## config.mk

```make
export PLATFORM = sky130hd
export DESIGN_NAME = selective_repeat_receiver_top
export DESIGN_NICKNAME = d
export VERILOG_FILES = /design/src/sv/srr_pkg.sv /design/src/sv/selective_repeat_receiver_top.sv /design/src/sv/srr_front.sv /design/src/sv/srr_queue.sv /design/src/sv/srr_back.sv
export SDC_FILE = /design/constraint.sdc
export NUM_CORES = 1
export LEC_CHECK = 0
export ABC_AREA = 1
export BUFFER_PORTS_ARGS = -buffer_cell sky130_fd_sc_hd__buf_2
export CAP_MARGIN = 25
export CELL_PAD_IN_SITES_DETAIL_PLACEMENT = 0
export CELL_PAD_IN_SITES_GLOBAL_PLACEMENT = 2
export CORE_AREA = 2 2 220 385
export CTS_CLUSTER_SIZE = 10
export DETAILED_ROUTE_END_ITERATION = 10
export DIE_AREA = 0 0 222 387
export GPL_ROUTABILITY_DRIVEN = 1
export PLACE_DENSITY = 0.82
export SETUP_SLACK_MARGIN = 0.05
export SLEW_MARGIN = 20
export SYNTH_ARGS = -nofsm -noshare
export SYNTH_HDL_FRONTEND = slang
export SYNTH_SLANG_ARGS = --single-unit
```

## constraint.sdc

```tcl
create_clock -name clk_i -period 7.95 [get_ports clk_i]
set_input_delay 0.3975 -clock clk_i [delete_from_list [all_inputs] [get_ports clk_i]]
set_output_delay 0.3975 -clock clk_i [all_outputs]
set_load 0.005 [all_outputs]
```

## src/sv/srr_pkg.sv

```systemverilog
// Package for the selective-repeat receiver: command type, back-end state
// codes and the fixed ACK constants. No dependencies.
package srr_pkg;

  localparam int unsigned SEQ_W = 7;
  localparam int unsigned CK_W  = 16;
  localparam int unsigned PL_W  = 64;

  localparam logic [PL_W-1:0] ACK_BYTES = 64'h0000_0000_004B_4341;
  localparam logic [CK_W-1:0] ACK_SUM   = 16'd207;

  localparam logic KIND_DELIVER = 1'b0;
  localparam logic KIND_ACK     = 1'b1;

  typedef struct packed {
    logic [SEQ_W-1:0] seq;
    logic [SEQ_W-1:0] ack;
    logic [PL_W-1:0]  payload;
  } srr_cmd_t;

  typedef enum logic [1:0] {
    ST_IDLE,
    ST_DELIVER,
    ST_ACK
  } srr_state_e;

endpackage

```

## src/sv/selective_repeat_receiver_top.sv

```systemverilog
// Selective-repeat receiver top level. The first result of a packet passes the queue write,
// the back-end pop and the output register, in that order. An in-order packet takes a pop,
// its deliveries, a step to find the empty head and an ACK; other ACKed packets a pop and
// an ACK; far-out packets are popped with no ACK. The back end pops a packet only when done
// with the last. Corrupt packets are dropped at the front. Output stalls hold the back end.
// Reset clears the window base, present flags, queue and output valid. Depends on srr_pkg.
module selective_repeat_receiver_top import srr_pkg::*; #(
  parameter int unsigned WINDOW_SIZE   = 8,
  parameter int unsigned SEQ_LIMIT     = 128,
  parameter int unsigned PAYLOAD_BYTES = 8
) (
  input  logic             clk_i,
  input  logic             rst_ni,
  input  logic             in_valid_i,
  output logic             in_ready_o,
  input  logic [SEQ_W-1:0] seq_num_i,
  input  logic [SEQ_W-1:0] ack_num_i,
  input  logic [CK_W-1:0]  pkt_checksum_i,
  input  logic [PL_W-1:0]  payload_i,
  output logic             out_valid_o,
  input  logic             out_ready_i,
  output logic             result_kind_o,
  output logic [SEQ_W-1:0] out_seq_o,
  output logic [SEQ_W-1:0] out_ack_o,
  output logic [CK_W-1:0]  out_checksum_o,
  output logic [PL_W-1:0]  out_payload_o,
  output logic             out_last_o
);

  logic     q_full, q_push, q_pop, q_valid;
  srr_cmd_t q_in, q_out;

  srr_front #(
    .SEQ_LIMIT    (SEQ_LIMIT),
    .PAYLOAD_BYTES(PAYLOAD_BYTES)
  ) u_front (
    .in_valid_i    (in_valid_i),
    .in_ready_o    (in_ready_o),
    .seq_num_i     (seq_num_i),
    .ack_num_i     (ack_num_i),
    .pkt_checksum_i(pkt_checksum_i),
    .payload_i     (payload_i),
    .q_full_i      (q_full),
    .q_push_o      (q_push),
    .q_data_o      (q_in)
  );

  srr_queue u_queue (
    .clk_i      (clk_i),
    .rst_ni     (rst_ni),
    .push_i     (q_push),
    .push_data_i(q_in),
    .full_o     (q_full),
    .pop_i      (q_pop),
    .valid_o    (q_valid),
    .data_o     (q_out)
  );

  srr_back #(
    .WINDOW_SIZE(WINDOW_SIZE),
    .SEQ_LIMIT  (SEQ_LIMIT)
  ) u_back (
    .clk_i         (clk_i),
    .rst_ni        (rst_ni),
    .q_valid_i     (q_valid),
    .q_data_i      (q_out),
    .q_pop_o       (q_pop),
    .out_valid_o   (out_valid_o),
    .out_ready_i   (out_ready_i),
    .result_kind_o (result_kind_o),
    .out_seq_o     (out_seq_o),
    .out_ack_o     (out_ack_o),
    .out_checksum_o(out_checksum_o),
    .out_payload_o (out_payload_o),
    .out_last_o    (out_last_o)
  );

endmodule

```

## src/sv/srr_front.sv

```systemverilog
// Front end: checksum check, payload narrowing and drop of bad packets.
// Depends on srr_pkg.
module srr_front import srr_pkg::*; #(
  parameter int unsigned SEQ_LIMIT     = 128,
  parameter int unsigned PAYLOAD_BYTES = 8
) (
  input  logic             in_valid_i,
  output logic             in_ready_o,
  input  logic [SEQ_W-1:0] seq_num_i,
  input  logic [SEQ_W-1:0] ack_num_i,
  input  logic [CK_W-1:0]  pkt_checksum_i,
  input  logic [PL_W-1:0]  payload_i,
  input  logic             q_full_i,
  output logic             q_push_o,
  output srr_cmd_t         q_data_o
);

  logic [11:0]     sum;
  logic [PL_W-1:0] pl_masked;
  logic            ck_ok;
  logic            seq_ok;

  always_comb begin
    sum       = 12'(seq_num_i) + 12'(ack_num_i);
    pl_masked = '0;
    for (int b = 0; b < 8; b++) begin
      if (b < int'(PAYLOAD_BYTES)) begin
        pl_masked[8*b +: 8] = payload_i[8*b +: 8];
        sum                 = sum + 12'(payload_i[8*b +: 8]);
      end
    end
  end

  assign ck_ok      = ({4'b0, sum} == pkt_checksum_i);
  assign seq_ok     = ({2'b0, seq_num_i} < 9'(SEQ_LIMIT));
  assign in_ready_o = !q_full_i;
  assign q_push_o   = in_valid_i && !q_full_i && ck_ok && seq_ok;

  always_comb begin
    q_data_o.seq     = seq_num_i;
    q_data_o.ack     = ack_num_i;
    q_data_o.payload = pl_masked;
  end

endmodule

```

## src/sv/srr_queue.sv

```systemverilog
// Two-entry command queue between front and back end.
// Depends on srr_pkg.
module srr_queue import srr_pkg::*; (
  input  logic     clk_i,
  input  logic     rst_ni,
  input  logic     push_i,
  input  srr_cmd_t push_data_i,
  output logic     full_o,
  input  logic     pop_i,
  output logic     valid_o,
  output srr_cmd_t data_o
);

  srr_cmd_t   mem_q [2];
  logic       wr_ptr_q, wr_ptr_d;
  logic       rd_ptr_q, rd_ptr_d;
  logic [1:0] count_q, count_d;

  assign full_o  = (count_q == 2'd2);
  assign valid_o = (count_q != 2'd0);
  assign data_o  = mem_q[rd_ptr_q];

  always_comb begin
    wr_ptr_d = wr_ptr_q ^ push_i;
    rd_ptr_d = rd_ptr_q ^ pop_i;
    count_d  = count_q + 2'(push_i) - 2'(pop_i);
  end

  always_ff @(posedge clk_i) begin
    if (push_i) begin
      mem_q[wr_ptr_q] <= push_data_i;
    end
  end

  always_ff @(posedge clk_i or negedge rst_ni) begin
    if (!rst_ni) begin
      wr_ptr_q <= 1'b0;
      rd_ptr_q <= 1'b0;
      count_q  <= 2'd0;
    end else begin
      wr_ptr_q <= wr_ptr_d;
      rd_ptr_q <= rd_ptr_d;
      count_q  <= count_d;
    end
  end

endmodule

```

## src/sv/srr_back.sv

```systemverilog
// Back end: receive window, payload ring, in-order release and ACK output
// register. Depends on srr_pkg.
module srr_back import srr_pkg::*; #(
  parameter int unsigned WINDOW_SIZE = 8,
  parameter int unsigned SEQ_LIMIT   = 128
) (
  input  logic             clk_i,
  input  logic             rst_ni,
  input  logic             q_valid_i,
  input  srr_cmd_t         q_data_i,
  output logic             q_pop_o,
  output logic             out_valid_o,
  input  logic             out_ready_i,
  output logic             result_kind_o,
  output logic [SEQ_W-1:0] out_seq_o,
  output logic [SEQ_W-1:0] out_ack_o,
  output logic [CK_W-1:0]  out_checksum_o,
  output logic [PL_W-1:0]  out_payload_o,
  output logic             out_last_o
);

  localparam int unsigned BASE_W = $clog2(SEQ_LIMIT);
  localparam int unsigned HEAD_W = (WINDOW_SIZE > 1) ? $clog2(WINDOW_SIZE) : 1;

  srr_state_e        state_q, state_d;
  logic [BASE_W-1:0] base_q, base_d;
  logic [HEAD_W-1:0] head_q, head_d;
  logic [WINDOW_SIZE-1:0] present_q;
  logic [PL_W-1:0]   slot_q [WINDOW_SIZE];
  logic [SEQ_W-1:0]  seq_q, ack_q;

  logic [BASE_W:0]   diff;
  logic [BASE_W-1:0] off;
  logic              in_win, near;
  logic [HEAD_W:0]   slot_sum;
  logic [HEAD_W-1:0] slot;
  logic              head_present;

  logic              pop, wr_en, deliver_en, ack_en, can_emit;

  logic              out_valid_q;
  logic              kind_q, last_q;
  logic [SEQ_W-1:0]  oseq_q, oack_q;
  logic [CK_W-1:0]   ock_q;
  logic [PL_W-1:0]   opl_q;

  always_comb begin
    diff = (BASE_W+1)'(q_data_i.seq) - {1'b0, base_q};
    if (diff[BASE_W]) begin
      diff = diff + (BASE_W+1)'(SEQ_LIMIT);
    end
    off      = diff[BASE_W-1:0];
    in_win   = (10'(off) < 10'(WINDOW_SIZE));
    near     = ((10'(off) + 10'(WINDOW_SIZE)) >= 10'(SEQ_LIMIT));
    slot_sum = (HEAD_W+1)'(head_q) + (HEAD_W+1)'(off);
    if (slot_sum >= (HEAD_W+1)'(WINDOW_SIZE)) begin
      slot_sum = slot_sum - (HEAD_W+1)'(WINDOW_SIZE);
    end
    slot = slot_sum[HEAD_W-1:0];
  end

  assign head_present = present_q[head_q];
  assign can_emit     = !out_valid_q || out_ready_i;

  // Next state
  always_comb begin
    state_d = state_q;
    unique case (state_q)
      ST_IDLE: begin
        if (q_valid_i) begin
          if (in_win && (off == '0)) begin
            state_d = ST_DELIVER;
          end else if (in_win || near) begin
            state_d = ST_ACK;
          end
        end
      end
      ST_DELIVER: begin
        if (!head_present) begin
          state_d = ST_ACK;
        end
      end
      ST_ACK: begin
        if (can_emit) begin
          state_d = ST_IDLE;
        end
      end
      default: state_d = ST_IDLE;
    endcase
  end

  // Outputs of the sequencer
  always_comb begin
    pop        = 1'b0;
    wr_en      = 1'b0;
    deliver_en = 1'b0;
    ack_en     = 1'b0;
    unique case (state_q)
      ST_IDLE: begin
        pop   = q_valid_i;
        wr_en = q_valid_i && in_win;
      end
      ST_DELIVER: deliver_en = head_present && can_emit;
      ST_ACK:     ack_en     = can_emit;
      default: ;
    endcase
  end

  assign q_pop_o = pop;

  always_comb begin
    base_d = base_q;
    head_d = head_q;
    if (deliver_en) begin
      base_d = (base_q == BASE_W'(SEQ_LIMIT - 1)) ? '0 : base_q + 1'b1;
      head_d = (head_q == HEAD_W'(WINDOW_SIZE - 1)) ? '0 : head_q + 1'b1;
    end
  end

  always_ff @(posedge clk_i) begin
    if (wr_en) begin
      slot_q[slot] <= q_data_i.payload;
    end
    if (pop) begin
      seq_q <= q_data_i.seq;
      ack_q <= q_data_i.ack;
    end
    if (deliver_en) begin
      kind_q <= KIND_DELIVER;
      oseq_q <= SEQ_W'(base_q);
      oack_q <= '0;
      ock_q  <= '0;
      opl_q  <= slot_q[head_q];
      last_q <= 1'b0;
    end else if (ack_en) begin
      kind_q <= KIND_ACK;
      oseq_q <= seq_q;
      oack_q <= ack_q;
      ock_q  <= CK_W'(seq_q) + CK_W'(ack_q) + ACK_SUM;
      opl_q  <= ACK_BYTES;
      last_q <= 1'b1;
    end
  end

  always_ff @(posedge clk_i or negedge rst_ni) begin
    if (!rst_ni) begin
      state_q     <= ST_IDLE;
      base_q      <= '0;
      head_q      <= '0;
      present_q   <= '0;
      out_valid_q <= 1'b0;
    end else begin
      state_q <= state_d;
      base_q  <= base_d;
      head_q  <= head_d;
      if (wr_en) begin
        present_q[slot] <= 1'b1;
      end
      if (deliver_en) begin
        present_q[head_q] <= 1'b0;
      end
      if (deliver_en || ack_en) begin
        out_valid_q <= 1'b1;
      end else if (out_ready_i) begin
        out_valid_q <= 1'b0;
      end
    end
  end

  assign out_valid_o    = out_valid_q;
  assign result_kind_o  = kind_q;
  assign out_seq_o      = oseq_q;
  assign out_ack_o      = oack_q;
  assign out_checksum_o = ock_q;
  assign out_payload_o  = opl_q;
  assign out_last_o     = last_q;

endmodule
```

==> qor.csv <==
metric;value;unit
synth_fa_ha_area_share;5.20;%
cts_buffer_depth;3;
rows;140;
wl_per_cell;21.9;microns
grt_pass1_vias;20800;
fillers;7353;
initial_utilization;39.7;%
setup_viol;0;
vdd_drop_max;0.238;mV
drc;0;
dpl.hpwl;54100;microns
dp_cells;3702;
synth_top_family_by_area;simple AND/OR/NAND/NOR gates;
place.gp.congestion;0.817;
clock-sinks;795;
drv_slew;0;
synth_area_per_cell;13.0;sq um
synthXorXnorAreaFrac;0.826;%
cap_viol_max_count;0;
fmax;0.145;GHz
cp_slowest_cell;nor3_1;
worst_slew_pin_slew;0.968;ns
finalSetupTns;0;ns
die_area;85900;sq um
core;82900;sq um
routed_via_density;5.18;
cts_root_buffer;clkbuf_16;
startpoint_type;input port;
ioPinCount;196;
die_h;387;microns
hold-worst-slack;0.0390;ns
hp-class;in2reg;
cp_max_fo;33;
numPortBuffers;188;
vias;20300;
drtPass1Iterations;5;
drt-total-wl;85600;microns
ys_warn_count;0;
cp_data_required_time;8.29;ns
regArea;23600;sq um
synth_cells;2537;
p_leak;0.0140;uW
cp.arrival;7.23;ns
antenna_found_initial;13;
muxShareOfSynthArea;0;%
synth_compound_area_share;8.35;%
multiInputGateArea;8130;sq um
synthArstFlopShare;3.14;%
cts_tree;yes;
max_stage_delay;0.62;ns
ys_seq_elements;795;
synth_edf_count;753;
cts_made_buffers;90;
ctsResizeCount;0;
netlist_area;32900;sq um
grt_overflow;0;
yosys_most_used_dff;edfxtp_1;
synthToLayoutAreaGrowth;16.3;%
cts.clk_slew.worst_paths;0.05;ns
timing.final.crit_share;86.7;%
drive_gt1_share;12.3;%
grt_pass1_wl;129000;microns
nets;3005;
worstSkewPairLatency;0.67;ns
post-place-ws;0.820;ns
ctsHtreeMaxLevel;3;
fin_crit;6.89;ns
grt_use_total;20.1;%
skew;0.0307;ns
power_density;311;nW/um^2
setup_ws;1.06;ns
status;complete, no violations;
synth.distinct_cells;41;
crit_type;in2reg;
yosys.area_share.simple;10.1;%
slew_headroom;35.5;%
fin_cells;3915;
grt_max_degree;112;
ant_nets;0;
die_x;222;microns
rsz0062_at_grt;false;
first_iter_violations;1377;
yosysSeqAreaShare;71.7;%
cpMostUsedCell;fa_1;
hold_viol_final;0;
worstSetupEndpointType;flip-flop;
-- per-stage QoR --
step	util (%)	power [uW]	area (sq um)
6_report	46.2	11900	38300
5_1_grt	46.2	12600	38300
4_1_cts	46.1	12000	38200
3_5_place_dp	42.1	8270	34900
3_3_place_gp	42.1	8200	34900
2_1_floorplan	-	7330	32900
-- logic make-up (layout without fill, tap and decap cells) --
kind of cell,Yosys count,after routing
AND/OR/NAND/NOR,849,849
AO/OA/AOI/OAI,463,463
adder cells (fa/ha/maj),102,102
XOR/XNOR,31,31
flip-flops,795,795
other,1,15
buffers and inverters,296,595
-- flip-flops by register name, summed over array words and instances (netlist names), 8 cells and up --
signal,count
u_back.slot_q,512
u_back.out_checksum_o,9
u_back.present_q,8
u_queue.mem_q,156
u_back.out_payload_o,64
-- worst paths after layout --
check / from / endpoint / slack, ns / cells past startpoint
max in group asynchronous: rst_ni / u_back.head_q[0] / 7.15 / 2
hold / removal: out_ready_i / u_back.state_q[1] / 0.04 / 4
hold reg to reg: u_back.out_checksum_o[2] / u_back.out_checksum_o[2] / 0.45 / 2
min in group asynchronous: rst_ni / u_back.present_q[0] / 0.30 / 2
setup / recovery: seq_num_i[0] / u_queue.mem_q[1][46] / 1.06 / 25
setup reg to reg: u_queue.rd_ptr_q / u_back.slot_q[3][20] / 2.78 / 14
-- Yosys cell counts, types with 2 or more instances --
| library cell | count | area [sq um] |
|---|---|---|
| xor2_1 | 17 | 149 |
| buf_2 | 35 | 175 |
| o21a_1 | 58 | 435 |
| nor2_1 | 412 | 1550 |
| buf_4 | 11 | 82.6 |
| a41oi_1 | 55 | 482 |
| dfxtp_1 | 17 | 340 |
| ha_1 | 44 | 551 |
| a21oi_1 | 29 | 145 |
| nand2_1 | 370 | 1390 |
| o211ai_1 | 7 | 52.6 |
| or2_2 | 3 | 18.8 |
| o22ai_1 | 18 | 113 |
| clkbuf_1 | 65 | 244 |
| xnor2_1 | 14 | 123 |
| o21ai_1 | 5 | 25.0 |
| buf_6 | 8 | 90.1 |
| fa_1 | 58 | 1160 |
| a22oi_1 | 9 | 67.6 |
| nand4_1 | 7 | 43.8 |
| buf_1 | 6 | 22.5 |
| o21ai_0 | 276 | 1380 |
| nor2_2 | 2 | 12.5 |
| nand3_1 | 37 | 185 |
| nand2_2 | 2 | 12.5 |
| inv_1 | 167 | 627 |
| nand3b_1 | 4 | 30.0 |
| a21o_1 | 2 | 15.0 |
| nor3_1 | 9 | 45.0 |
| inv_2 | 3 | 11.3 |
| edfxtp_1 | 753 | 22600 |
| dfrtp_1 | 25 | 626 |
-- routing by layer --
metal / global-route usage [%] / vias to the layer above / wire length [microns] / part of all wire [%]
met5: 0 / - / 52 / 0.061
met2: 36.0 / 603 / 44100 / 52
met3: 3.85 / 130 / 5130 / 6.0
met1: 24.3 / 10100 / 34300 / 40
met4: 6.25 / 8 / 1940 / 2.3
li1: - / 9412 / - / -
-- cell usage in the layout (no fill, tap or decap), types with 14 or more instances in the layout --
cell and count:
nand3_1 37, a41oi_1 55, inv_1 158, clkbuf_1 27
xor2_1 17, nand2_1 369, nor2_1 410, dfxtp_1 17
buf_2 188, o21ai_0 276, dfrtp_1 23, xnor2_1 14
a21oi_1 29, dlygate4sd3_1 74, ha_1 42, fa_1 58
o22ai_1 18, o21a_1 58, clkbuf_16 91, edfxtp_1 753
buf_4 29
-- final cells by class --
class                           instances  area share, %
Sequential cell                       795           61.6
Multi-Input combinational cell       1452           21.3
Inverter                              171           1.70
Tap cell                             1065           3.48
Clock inverter                         11          0.442
Antenna cell                            8         0.0523
Clock buffer                          118           6.22
Timing Repair Buffer                  295           5.19
-- worst max-delay path: cells and delay by family --
kind	cells	cell delay (ns)
AO/OA/AOI/OAI	4	0.90
AND/OR/NAND/NOR	7	1.08
XOR/XNOR	1	0.18
adder cells (fa/ha/maj)	8	3.54
buffers and inverters	5	1.10
-- power by group --
part	internal (uW)	switching (uW)
combinational	949	1910
sequential	5200	130
clock	2110	1600
-- repair_timing --
item,in CTS,in global routing
endpoints found under the hold margin,171,0
setup buffers,0,0
hold buffers,74,0
No activity file was read; power rests on OpenSTA's default activity.
